==> config.mk <==
export PLATFORM = sky130hd
export DESIGN_NAME = pid_controller_onx_modes
export DESIGN_NICKNAME = d
export VERILOG_FILES = /design/src/rtl/pidc_pkg.sv /design/src/rtl/pidc_mul.sv /design/src/rtl/pidc_div.sv /design/src/rtl/pid_controller_onx_modes.sv
export SDC_FILE = /design/constraint.sdc
export NUM_CORES = 2
export LEC_CHECK = 0
export BUFFER_PORTS_ARGS = -buffer_cell sky130_fd_sc_hd__buf_2
export CAP_MARGIN = 40
export CORE_MARGIN = 4
export CORE_UTILIZATION = 25
export DETAILED_ROUTE_END_ITERATION = 10
export REMOVE_ABC_BUFFERS = 1
export SYNTH_ARGS = -nofsm -noshare
export SYNTH_HDL_FRONTEND = slang
export SYNTH_SLANG_ARGS = --single-unit
==> constraint.sdc <==
create_clock -name clk -period 4.9 [get_ports clk]
set_clock_uncertainty 0.15 [all_clocks]
set_input_delay 0.735 -clock clk [delete_from_list [all_inputs] [get_ports clk]]
set_output_delay 0.735 -clock clk [all_outputs]
set_load 0.05 [all_outputs]
==> src/rtl/pidc_pkg.sv <==
`default_nettype none

package pidc_pkg;

    // Fixed field widths
    localparam int ACC_W     = 64;  // term, sum and accumulator width
    localparam int GAIN_W    = 32;  // gain registers, signed Q8.24
    localparam int STAMP_W   = 32;  // microsecond time stamp
    localparam int CFG_IDX_W = 3;

    // Configuration register indexes
    localparam logic [CFG_IDX_W-1:0] REG_TERM_MODES = 3'd0;
    localparam logic [CFG_IDX_W-1:0] REG_GAIN_PROP  = 3'd1;
    localparam logic [CFG_IDX_W-1:0] REG_GAIN_INTEG = 3'd2;
    localparam logic [CFG_IDX_W-1:0] REG_GAIN_DERIV = 3'd3;
    localparam logic [CFG_IDX_W-1:0] REG_LIMIT_LOW  = 3'd4;
    localparam logic [CFG_IDX_W-1:0] REG_LIMIT_HIGH = 3'd5;
    localparam logic [CFG_IDX_W-1:0] REG_TARGET     = 3'd6;

    // term_modes bit positions: 1 = act on negated measurement
    localparam int MODE_P = 0;
    localparam int MODE_I = 1;
    localparam int MODE_D = 2;
    localparam logic [2:0] MODES_RESET = 3'd4;

endpackage

`default_nettype wire

==> src/rtl/pidc_mul.sv <==
`default_nettype none

// Serial-parallel multiplier: the B operand streams out of a shift register
// one bit per clock, LSB first; the partial sum shifts right alongside it.
module pidc_mul
    import pidc_pkg::*;
#(
    parameter int A_W = ACC_W,
    parameter int B_W = GAIN_W
)(
    input  logic               clk,
    input  logic               rst_n,
    input  logic               start,
    input  logic [A_W-1:0]     a,
    input  logic [B_W-1:0]     b,
    output logic               done,
    output logic [A_W+B_W-1:0] prod
);

    localparam int P_W   = A_W + B_W;
    localparam int CNT_W = $clog2(B_W);

    logic [A_W-1:0]   a_reg;
    logic [P_W-1:0]   prod_reg;
    logic [P_W-1:0]   prod_next;
    logic [A_W:0]     sum;
    logic [CNT_W-1:0] cnt_reg;
    logic             busy_reg;
    logic             done_reg;
    logic             last;

    // One bit of B per clock: add A when the low bit is set, then shift
    always_comb
    begin
        sum       = {1'b0, prod_reg[P_W-1:B_W]} + (prod_reg[0] ? {1'b0, a_reg} : '0);
        prod_next = {sum, prod_reg[B_W-1:1]};
    end

    assign last = (cnt_reg == CNT_W'(B_W - 1));

    // Control
    always_ff @(posedge clk or negedge rst_n)
    begin
        if (!rst_n)
        begin
            busy_reg <= 1'b0;
            done_reg <= 1'b0;
            cnt_reg  <= '0;
        end
        else
        begin
            done_reg <= busy_reg && last;
            if (start)
            begin
                busy_reg <= 1'b1;
                cnt_reg  <= '0;
            end
            else if (busy_reg)
            begin
                cnt_reg <= cnt_reg + CNT_W'(1);
                if (last)
                    busy_reg <= 1'b0;
            end
        end
    end

    // Operand and product shift register
    always_ff @(posedge clk)
    begin
        if (start)
        begin
            a_reg    <= a;
            prod_reg <= {{A_W{1'b0}}, b};
        end
        else if (busy_reg)
        begin
            prod_reg <= prod_next;
        end
    end

    assign done = done_reg;
    assign prod = prod_reg;

`ifndef SYNTHESIS
    // a new product is never requested on top of a running one
    a_mul_no_restart: assert property (@(posedge clk) disable iff (!rst_n)
        start |-> !busy_reg)
        else $error("multiplier restarted while busy");
`endif

endmodule

`default_nettype wire

==> src/rtl/pidc_div.sv <==
`default_nettype none

// Restoring divider: one numerator bit shifts in and one quotient bit
// shifts out per clock, MSB first.
module pidc_div
    import pidc_pkg::*;
#(
    parameter int N_W = 64,
    parameter int D_W = STAMP_W
)(
    input  logic           clk,
    input  logic           rst_n,
    input  logic           start,
    input  logic [N_W-1:0] num,
    input  logic [D_W-1:0] den,
    output logic           done,
    output logic [N_W-1:0] quo
);

    localparam int CNT_W = $clog2(N_W);

    logic [D_W-1:0]   den_reg;
    logic [D_W-1:0]   rem_reg;
    logic [N_W-1:0]   quo_reg;
    logic [D_W:0]     trial;
    logic [D_W:0]     diff;
    logic             ge;
    logic [CNT_W-1:0] cnt_reg;
    logic             busy_reg;
    logic             done_reg;
    logic             last;

    // Trial subtract of the shifted partial remainder
    always_comb
    begin
        trial = {rem_reg, quo_reg[N_W-1]};
        ge    = (trial >= {1'b0, den_reg});
        diff  = trial - {1'b0, den_reg};
    end

    assign last = (cnt_reg == CNT_W'(N_W - 1));

    // Control
    always_ff @(posedge clk or negedge rst_n)
    begin
        if (!rst_n)
        begin
            busy_reg <= 1'b0;
            done_reg <= 1'b0;
            cnt_reg  <= '0;
        end
        else
        begin
            done_reg <= busy_reg && last;
            if (start)
            begin
                busy_reg <= 1'b1;
                cnt_reg  <= '0;
            end
            else if (busy_reg)
            begin
                cnt_reg <= cnt_reg + CNT_W'(1);
                if (last)
                    busy_reg <= 1'b0;
            end
        end
    end

    // Remainder and numerator/quotient shift register
    always_ff @(posedge clk)
    begin
        if (start)
        begin
            den_reg <= den;
            rem_reg <= '0;
            quo_reg <= num;
        end
        else if (busy_reg)
        begin
            rem_reg <= ge ? diff[D_W-1:0] : trial[D_W-1:0];
            quo_reg <= {quo_reg[N_W-2:0], ge};
        end
    end

    assign done = done_reg;
    assign quo  = quo_reg;

`ifndef SYNTHESIS
    // partial remainder always stays below the divisor while running
    a_div_rem_bound: assert property (@(posedge clk) disable iff (!rst_n)
        busy_reg && !$past(start) |-> rem_reg < den_reg)
        else $error("divider remainder out of range");
`endif

endmodule

`default_nettype wire

==> src/rtl/pid_controller_onx_modes.sv <==
// A request runs through the shared bit-serial multiplier (up to five products) and the restoring
// divider (up to two quotients); the first sample after reset updates no term.
// Throughput: one request in flight; the next is taken only after the result is registered.
// Reset: rst_n clears asynchronously to the register reset values; no clearing pass.
`default_nettype none

module pid_controller_onx_modes
    import pidc_pkg::*;
#(
    parameter int VALUE_WIDTH      = 32,
    parameter int GAIN_FRAC_BITS   = 24,
    parameter int TICKS_PER_SECOND = 1000000
)(
    input  logic                          clk,
    input  logic                          rst_n,
    input  logic                          in_valid,
    output logic                          in_ready,
    input  logic [STAMP_W-1:0]            stamp_us,
    input  logic signed [VALUE_WIDTH-1:0] sample,
    output logic                          out_valid,
    input  logic                          out_ready,
    output logic signed [VALUE_WIDTH-1:0] drive,
    output logic                          saturated,
    input  logic                          cfg_valid,
    output logic                          cfg_ready,
    input  logic [CFG_IDX_W-1:0]          cfg_index,
    input  logic [((VALUE_WIDTH > GAIN_W) ? VALUE_WIDTH : GAIN_W)-1:0] cfg_data
);

    localparam int VW     = VALUE_WIDTH;
    localparam int E_W    = VW + 1;          // error, negated sample
    localparam int DL_W   = VW + 2;          // derivative delta
    localparam int PROD_W = ACC_W + GAIN_W;
    localparam int NUM_W  = VW + STAMP_W;    // dividend width
    localparam int QX_W   = (NUM_W > ACC_W) ? NUM_W : ACC_W;
    localparam logic [STAMP_W-1:0] TPS_VAL = STAMP_W'(TICKS_PER_SECOND);

    localparam logic [ACC_W-1:0] ACC_MAX = {1'b0, {(ACC_W-1){1'b1}}};
    localparam logic [ACC_W-1:0] ACC_MIN = {1'b1, {(ACC_W-1){1'b0}}};

    // Term index for the gain phase
    localparam logic [1:0] TERM_P   = 2'd0;
    localparam logic [1:0] TERM_I   = 2'd1;
    localparam logic [1:0] TERM_D   = 2'd2;
    localparam logic [1:0] TERM_END = 2'd3;

    // State codes
    localparam logic [3:0] S_IDLE  = 4'd0;
    localparam logic [3:0] S_UPD   = 4'd1;
    localparam logic [3:0] S_I_GO  = 4'd2;
    localparam logic [3:0] S_I_MUL = 4'd3;
    localparam logic [3:0] S_I_DIV = 4'd4;
    localparam logic [3:0] S_I_ACC = 4'd5;
    localparam logic [3:0] S_D_GO  = 4'd6;
    localparam logic [3:0] S_D_MUL = 4'd7;
    localparam logic [3:0] S_D_DIV = 4'd8;
    localparam logic [3:0] S_G_SEL = 4'd9;
    localparam logic [3:0] S_G_MUL = 4'd10;
    localparam logic [3:0] S_G_ACC = 4'd11;
    localparam logic [3:0] S_CLAMP = 4'd12;

    // Clamp a wide magnitude to the signed accumulator range and apply the sign
    function automatic logic [ACC_W-1:0] sign_cap(input logic over,
                                                  input logic [ACC_W-2:0] low,
                                                  input logic neg);
        logic [ACC_W-1:0] m;
        m = over ? ACC_MIN : {1'b0, low};
        if (neg)
            sign_cap = ACC_W'(0) - m;
        else if (over)
            sign_cap = ACC_MAX;
        else
            sign_cap = m;
    endfunction

    // Saturating signed add
    function automatic logic [ACC_W-1:0] add_sat(input logic [ACC_W-1:0] a,
                                                 input logic [ACC_W-1:0] b);
        logic [ACC_W-1:0] s;
        s = a + b;
        if (a[ACC_W-1] == b[ACC_W-1] && s[ACC_W-1] != a[ACC_W-1])
            add_sat = a[ACC_W-1] ? ACC_MIN : ACC_MAX;
        else
            add_sat = s;
    endfunction

    // Configuration
    logic [2:0]               modes_reg;
    logic [GAIN_W-1:0]        gain_p_reg;
    logic [GAIN_W-1:0]        gain_i_reg;
    logic [GAIN_W-1:0]        gain_d_reg;
    logic [VW-1:0]            lim_lo_reg;
    logic [VW-1:0]            lim_hi_reg;
    logic [VW-1:0]            target_reg;

    // Controller history
    logic                     first_reg;
    logic [STAMP_W-1:0]       last_stamp_reg;
    logic [E_W-1:0]           last_err_reg;
    logic [VW-1:0]            last_samp_reg;
    logic [ACC_W-1:0]         integ_reg;
    logic [E_W-1:0]           prop_reg;
    logic [ACC_W-1:0]         deriv_reg;

    // Per-request working registers
    logic [3:0]               state_reg;
    logic [1:0]               idx_reg;
    logic [STAMP_W-1:0]       stamp_reg;
    logic [VW-1:0]            samp_reg;
    logic [STAMP_W-1:0]       dt_reg;
    logic [E_W-1:0]           err_reg;
    logic [E_W-1:0]           nsamp_reg;
    logic [DL_W-1:0]          delta_reg;
    logic [ACC_W-1:0]         step_reg;
    logic [ACC_W-1:0]         unlim_reg;

    // Output register
    logic                     out_valid_reg;
    logic [VW-1:0]            drive_reg;
    logic                     sat_reg;

    // Arithmetic unit hookup
    logic                     mul_start;
    logic [ACC_W-1:0]         mul_a;
    logic [GAIN_W-1:0]        mul_b;
    logic                     mul_done;
    logic [PROD_W-1:0]        mul_prod;
    logic                     div_start;
    logic [STAMP_W-1:0]       div_den;
    logic                     div_done;
    logic [NUM_W-1:0]         div_quo;

    // Combinational helpers
    logic [STAMP_W-1:0]       dt_raw;
    logic [STAMP_W-1:0]       dt_val;
    logic [E_W-1:0]           s_ext;
    logic [E_W-1:0]           err_val;
    logic [E_W-1:0]           v_i;
    logic [E_W-1:0]           v_i_mag;
    logic [DL_W-1:0]          delta_val;
    logic [DL_W-1:0]          delta_mag;
    logic [ACC_W-1:0]         term_sel;
    logic [GAIN_W-1:0]        gain_sel;
    logic [ACC_W-1:0]         term_mag;
    logic [GAIN_W-1:0]        gain_mag;
    logic [QX_W-1:0]          quo_x;
    logic [ACC_W-1:0]         quo_capped;
    logic [PROD_W-1:0]        prod_sh;
    logic [ACC_W-1:0]         gterm;
    logic [ACC_W-1:0]         lo_ext;
    logic [ACC_W-1:0]         hi_ext;
    logic                     below;
    logic                     above;
    logic                     out_free;
    logic                     in_fire;
    logic                     cfg_fire;

    assign in_ready  = (state_reg == S_IDLE);
    assign in_fire   = in_valid && in_ready;
    assign cfg_ready = 1'b1;
    assign cfg_fire  = cfg_valid && cfg_ready;
    assign out_free  = !out_valid_reg || out_ready;

    // Time step, error and negated sample at the request
    always_comb
    begin
        dt_raw  = stamp_us - last_stamp_reg;
        dt_val  = (dt_raw == '0) ? STAMP_W'(1) : dt_raw;
        s_ext   = {sample[VW-1], sample};
        err_val = {target_reg[VW-1], target_reg} - s_ext;
    end

    // Integral input, derivative delta and their magnitudes
    always_comb
    begin
        v_i     = modes_reg[MODE_I] ? nsamp_reg : err_reg;
        v_i_mag = v_i[E_W-1] ? (E_W'(0) - v_i) : v_i;
        if (modes_reg[MODE_D])
            delta_val = {{2{last_samp_reg[VW-1]}}, last_samp_reg}
                      - {{2{samp_reg[VW-1]}}, samp_reg};
        else
            delta_val = {err_reg[E_W-1], err_reg} - {last_err_reg[E_W-1], last_err_reg};
        delta_mag = delta_reg[DL_W-1] ? (DL_W'(0) - delta_reg) : delta_reg;
    end

    // Term and gain for the gain phase
    always_comb
    begin
        case (idx_reg)
            TERM_P:
            begin
                term_sel = {{(ACC_W-E_W){prop_reg[E_W-1]}}, prop_reg};
                gain_sel = gain_p_reg;
            end
            TERM_I:
            begin
                term_sel = integ_reg;
                gain_sel = gain_i_reg;
            end
            default:
            begin
                term_sel = deriv_reg;
                gain_sel = gain_d_reg;
            end
        endcase
        term_mag = term_sel[ACC_W-1] ? (ACC_W'(0) - term_sel) : term_sel;
        gain_mag = gain_sel[GAIN_W-1] ? (GAIN_W'(0) - gain_sel) : gain_sel;
    end

    // Quotient and gained product, limited to the accumulator range
    always_comb
    begin
        quo_x      = QX_W'(div_quo);
        quo_capped = sign_cap(|quo_x[QX_W-1:ACC_W-1], quo_x[ACC_W-2:0],
                              (state_reg == S_D_DIV) ? delta_reg[DL_W-1] : v_i[E_W-1]);
        prod_sh    = mul_prod >> GAIN_FRAC_BITS;
        gterm      = sign_cap(|prod_sh[PROD_W-1:ACC_W-1], prod_sh[ACC_W-2:0],
                              term_sel[ACC_W-1] ^ gain_sel[GAIN_W-1]);
    end

    // Output limits, lower first
    always_comb
    begin
        lo_ext = {{(ACC_W-VW){lim_lo_reg[VW-1]}}, lim_lo_reg};
        hi_ext = {{(ACC_W-VW){lim_hi_reg[VW-1]}}, lim_hi_reg};
        below  = ($signed(unlim_reg) < $signed(lo_ext));
        above  = ($signed(unlim_reg) > $signed(hi_ext));
    end

    // Operand selection for the shared units
    always_comb
    begin
        mul_start = 1'b0;
        mul_a     = '0;
        mul_b     = '0;
        unique case (state_reg)
            S_I_GO:
            begin
                mul_start = 1'b1;
                mul_a     = ACC_W'(v_i_mag);
                mul_b     = GAIN_W'(dt_reg);
            end
            S_D_GO:
            begin
                mul_start = 1'b1;
                mul_a     = ACC_W'(delta_mag);
                mul_b     = GAIN_W'(TPS_VAL);
            end
            S_G_SEL:
            begin
                mul_start = (idx_reg != TERM_END) && (gain_sel != '0);
                mul_a     = term_mag;
                mul_b     = gain_mag;
            end
            default:
            begin
            end
        endcase
        div_start = mul_done && (state_reg == S_I_MUL || state_reg == S_D_MUL);
        div_den   = (state_reg == S_D_MUL) ? dt_reg : TPS_VAL;
    end

    pidc_mul #(
        .A_W (ACC_W),
        .B_W (GAIN_W)
    ) u_mul (
        .clk   (clk),
        .rst_n (rst_n),
        .start (mul_start),
        .a     (mul_a),
        .b     (mul_b),
        .done  (mul_done),
        .prod  (mul_prod)
    );

    pidc_div #(
        .N_W (NUM_W),
        .D_W (STAMP_W)
    ) u_div (
        .clk   (clk),
        .rst_n (rst_n),
        .start (div_start),
        .num   (mul_prod[NUM_W-1:0]),
        .den   (div_den),
        .done  (div_done),
        .quo   (div_quo)
    );

    // Configuration registers
    always_ff @(posedge clk or negedge rst_n)
    begin
        if (!rst_n)
        begin
            modes_reg  <= MODES_RESET;
            gain_p_reg <= '0;
            gain_i_reg <= '0;
            gain_d_reg <= '0;
            lim_lo_reg <= '0;
            lim_hi_reg <= '0;
            target_reg <= '0;
        end
        else if (cfg_fire)
        begin
            unique case (cfg_index)
                REG_TERM_MODES: modes_reg  <= cfg_data[2:0];
                REG_GAIN_PROP:  gain_p_reg <= cfg_data[GAIN_W-1:0];
                REG_GAIN_INTEG: gain_i_reg <= cfg_data[GAIN_W-1:0];
                REG_GAIN_DERIV: gain_d_reg <= cfg_data[GAIN_W-1:0];
                REG_LIMIT_LOW:  lim_lo_reg <= cfg_data[VW-1:0];
                REG_LIMIT_HIGH: lim_hi_reg <= cfg_data[VW-1:0];
                REG_TARGET:     target_reg <= cfg_data[VW-1:0];
                default:
                begin
                end
            endcase
        end
    end

    // Sequencer and controller state
    always_ff @(posedge clk or negedge rst_n)
    begin
        if (!rst_n)
        begin
            state_reg      <= S_IDLE;
            idx_reg        <= TERM_P;
            first_reg      <= 1'b1;
            last_stamp_reg <= '0;
            last_err_reg   <= '0;
            last_samp_reg  <= '0;
            integ_reg      <= '0;
            prop_reg       <= '0;
            deriv_reg      <= '0;
            unlim_reg      <= '0;
            out_valid_reg  <= 1'b0;
        end
        else
        begin
            // result register: load a new result, else drop an accepted one
            if (state_reg == S_CLAMP && out_free)
                out_valid_reg <= 1'b1;
            else if (out_valid_reg && out_ready)
                out_valid_reg <= 1'b0;

            unique case (state_reg)
                S_IDLE:
                begin
                    idx_reg   <= TERM_P;
                    unlim_reg <= '0;
                    if (in_fire)
                        state_reg <= S_UPD;
                end
                S_UPD:
                begin
                    if (first_reg)
                    begin
                        first_reg <= 1'b0;
                        state_reg <= S_G_SEL;
                    end
                    else
                    begin
                        if (gain_p_reg != '0)
                            prop_reg <= modes_reg[MODE_P] ? nsamp_reg : err_reg;
                        if (gain_i_reg != '0)
                            state_reg <= S_I_GO;
                        else if (gain_d_reg != '0)
                            state_reg <= S_D_GO;
                        else
                            state_reg <= S_G_SEL;
                    end
                end
                S_I_GO:
                    state_reg <= S_I_MUL;
                S_I_MUL:
                    if (mul_done)
                        state_reg <= S_I_DIV;
                S_I_DIV:
                    if (div_done)
                        state_reg <= S_I_ACC;
                S_I_ACC:
                begin
                    integ_reg <= add_sat(integ_reg, step_reg);
                    state_reg <= (gain_d_reg != '0) ? S_D_GO : S_G_SEL;
                end
                S_D_GO:
                    state_reg <= S_D_MUL;
                S_D_MUL:
                    if (mul_done)
                        state_reg <= S_D_DIV;
                S_D_DIV:
                    if (div_done)
                    begin
                        deriv_reg <= quo_capped;
                        state_reg <= S_G_SEL;
                    end
                S_G_SEL:
                begin
                    if (idx_reg == TERM_END)
                        state_reg <= S_CLAMP;
                    else if (gain_sel != '0)
                        state_reg <= S_G_MUL;
                    else
                        idx_reg <= idx_reg + 2'd1;
                end
                S_G_MUL:
                    if (mul_done)
                        state_reg <= S_G_ACC;
                S_G_ACC:
                begin
                    unlim_reg <= add_sat(unlim_reg, step_reg);
                    idx_reg   <= idx_reg + 2'd1;
                    state_reg <= S_G_SEL;
                end
                S_CLAMP:
                begin
                    if (out_free)
                    begin
                        last_stamp_reg <= stamp_reg;
                        last_err_reg   <= err_reg;
                        last_samp_reg  <= samp_reg;
                        state_reg      <= S_IDLE;
                    end
                end
                default:
                    state_reg <= S_IDLE;
            endcase
        end
    end

    // Working payload registers
    always_ff @(posedge clk)
    begin
        if (in_fire)
        begin
            stamp_reg <= stamp_us;
            samp_reg  <= sample;
            dt_reg    <= dt_val;
            err_reg   <= err_val;
            nsamp_reg <= E_W'(0) - s_ext;
        end
        if (state_reg == S_UPD)
            delta_reg <= delta_val;
        if (state_reg == S_I_DIV && div_done)
            step_reg <= quo_capped;
        else if (state_reg == S_G_MUL && mul_done)
            step_reg <= gterm;
        if (state_reg == S_CLAMP && out_free)
        begin
            drive_reg <= below ? lim_lo_reg : (above ? lim_hi_reg : unlim_reg[VW-1:0]);
            sat_reg   <= below || above;
        end
    end

    assign out_valid = out_valid_reg;
    assign drive     = drive_reg;
    assign saturated = sat_reg;

`ifndef SYNTHESIS
    // a finished product only lands in a state waiting for one
    a_mul_done_state: assert property (@(posedge clk) disable iff (!rst_n)
        mul_done |-> (state_reg == S_I_MUL || state_reg == S_D_MUL ||
                      state_reg == S_G_MUL))
        else $error("multiplier result with no consumer");

    // a finished quotient only lands in a state waiting for one
    a_div_done_state: assert property (@(posedge clk) disable iff (!rst_n)
        div_done |-> (state_reg == S_I_DIV || state_reg == S_D_DIV))
        else $error("divider result with no consumer");

    // a clamped result carries one of the limits
    a_sat_at_limit: assert property (@(posedge clk) disable iff (!rst_n)
        out_valid_reg && sat_reg |-> (drive_reg == lim_lo_reg || drive_reg == lim_hi_reg))
        else $error("saturated result not at a limit");

    // history starts only from the term update step
    a_first_clear: assert property (@(posedge clk) disable iff (!rst_n)
        $fell(first_reg) |-> $past(state_reg) == S_UPD)
        else $error("first-sample flag cleared outside update");
`endif

endmodule

`default_nettype wire
==> summary.txt <==
Max clock buf depth: 3
WL met1: 109 mm
CTS tree: built
Mean number of vias per cell: 5.05
Lkg Pwr: 36.0 nW
Setup Buffers After CTS: 0
Clock sink count: 1120
Worst-Margin Slew: 0.927 ns
Average cell area after synthesis: 9.04 µm²
Yosys top cell area share: 19.4%
Routed WL: 250 mm
Antenna violations before repair: 20
Post-synthesis sequential area ratio: 40.1%
Setup violators final: 0
CP max stage delay: 0.53 ns
Worst-path cell chain: dlygate4sd3_1 -> buf_2 -> ha_1 -> fa_1 -> nor2b_1 -> o21ai_0 -> a21boi_0 -> o22ai_1 -> o31a_1 -> a21oi_1 -> a41oi_1 -> a211oi_1 -> buf_4 -> a211oi_1 -> o21bai_1 -> a21oi_1 -> o221a_2
Final Hold Violating Endpoints: 0
Multi-input gate area: 42000 µm²
HPWL Detailed: 192 mm
DRC viols: 0
Root Buffer: clkbuf_16
Largest net degree at the start of global routing: 120
Req. time, crit path: 5.19 ns
Power per Cell Area: 278 nW/µm²
Area growth syn-to-layout: 14.5%
Shortest period the worst path allows: 4.52 ns
Dominant cell type by area after synthesis: edfxtp_1
Placed insts: 12100
Input/output buffers: 138
Global-route wire length before repair: 376 mm
FP Rows: 200
RSZ-0062 raised after global routing: false
Syn Std Cell Area: 74800 µm²
Most frequent cells in the layout: nand2_1 (866), o21ai_0 (755), nor2_1 (714)
Pre-antenna DRT Iters: 5
Status: finished, final reports clean
Max Used Layer: met5
Async set-reset flop share out of synthesis: 48.2%
Max rail drop VDD: 0.328 mV
Total GRT Usage: 15.6%
Max Fanout on Critical Path: 5
WP data arrival: 4.81 ns
Max-Cap Viols: 0
Slowest-stage cell, CP: dlygate4sd3_1
F_max: 221 MHz
DIE HEIGHT: 555 µm
Most common cell after layout, fill and taps aside: nand2_1
Die X: 555 µm
Post-synth cell types: 100
Area contributors post-synth: edfxtp_1 (19%), dfrtp_1 (18%), ha_1 (8.2%)
Pins Over Slew Limit: 0
Met3 wire len: 13.4 mm
Relative slew slack: 37.4%
Critical path class: input pin to flip-flop
Number of top-level pins: 140
Vias: 62700
Depth of the CTS H-tree: 3
Die area: 308000 µm²
Core area: 297000 µm²
Routed len/inst: 20.2 µm
Nets: 8953
Final Instance Count excl. Fillers: 12400
Gpl congestion: 0.958
Sequential Area: 30000 µm²
Iter 0 DRT Violations: 5674
Hold Crit Class: input pin to flip-flop
Startpoint types: input pin
Yosys warnings: 0
Total gr overflow: 0
WL met2: 116 mm
Antenna Nets Post-Route: 0
Worst-skew pair later-pin latency: 0.80 ns
Synth Instances: 8273
Ys flop type: dfrtp_1
Max reg flops: 96
Crit. End Element: flip-flop
Overall power: 0.0238 W
Clk pin slew, worst setup/hold paths: 0.06 ns
Yosys reg bits: 1120
Initial Util: 25.2%
Tcrit/Tclk final: 92.3%
CTS buffer count: 120
Post-synth EDFFs: 484
Fillcell total: 31500
Vias in the first global route: 59500
Share of cells above drive strength 1: 9.55%
cell usage after synthesis (all sizes together), types with 94 or more instances:
master	instances
nor2	722
clkbuf	344
a21oi	665
xnor2	341
o21ai	774
ha	490
a31oi	94
and2	124
nand2	867
dfxtp	96
nand4	104
dfrtp	538
a21o	249
nand3	122
edfxtp	484
nor3	130
inv	376
mux2	185
mux2i	196
xor2	195
logic make-up after synthesis:
kind of cell               synth area share [%]
AOI/OAI and AO/OA                          20.3
buffers and inverters                      4.04
other                                   0.00501
and+or+nand+nor                            15.5
DFF                                        40.1
muxes                                      5.41
adders and majority gates                  8.41
xor gates and xnor gates                   6.28
layout make-up:
| class | count | area share (%) |
|---|---|---|
| Multi-Input combinational cell | 6367 | 49.1 |
| Sequential cell | 1120 | 35.0 |
| Tap cell | 3939 | 5.75 |
| Clock buffer | 165 | 4.05 |
| Timing Repair Buffer | 365 | 3.38 |
| Inverter | 377 | 1.66 |
| Clock inverter | 65 | 1.08 |
| Antenna cell | 7 | 0.0204 |
critical path, delay by kind of cell:
kind | cells | cell delay, ns
buffers and inverters | 3 | 0.86
adders and majority gates | 2 | 0.64
AOI/OAI and AO/OA | 11 | 2.47
and+or+nand+nor | 1 | 0.12
final timing paths:
kind / start / end / slack [ns] / cells past startpoint
worst max-delay path: sample[0] / err_reg[32] / 0.38 / 17
worst min-delay path: sample[2] / samp_reg[2] / 0.05 / 1
worst max register to register: idx_reg[0] / u_mul.prod[69] / 0.38 / 15
worst min register to register: stamp_reg[27] / last_stamp_reg[27] / 0.30 / 2
max in group asynchronous: rst_n / lim_hi_reg[22] / 3.01 / 3
min in group asynchronous: rst_n / last_samp_reg[15] / 0.43 / 2
metrics by stage:
step / hold slack (ns) / instance area [µm²] / TNS [ns] / utilization (%) / setup slack [ns]
final: 0.0543 / 85700 / 0 / 28.8 / 0.376
after global routing: 0.0351 / 85700 / 0 / 28.8 / 0.0509
after CTS: 0.000400 / 85600 / 0 / 28.8 / 0.228
after detailed placement: 0.286 / 80800 / 0 / 27.2 / 0.211
after global placement: 0.267 / 80600 / 0 / 27.1 / 0.233
after floorplan: 0.265 / 73200 / -1737.47 / - / -4.93
timing repair:
action | 4_1_cts | 5_1_grt
hold buffers | 40 | 0
hold endpoints to repair | 95 | 0
gates resized for setup | 0 | 4
endpoints found under the setup margin | 0 | 6
report_power, final:
part           switching [W]  internal, W  total (W)
Sequential          0.000299       0.0102     0.0105
Clock                0.00422      0.00590     0.0101
Combinational        0.00185      0.00132    0.00318
Total                0.00637       0.0174     0.0238
routing by layer:
layer	vias up	GRT usage (%)
met5	-	0
met4	2	6.55
met3	406	1.80
met2	1943	25.8
met1	30100	20.6
li1	30200	-
No activity file was read; power rests on OpenSTA's default activity.
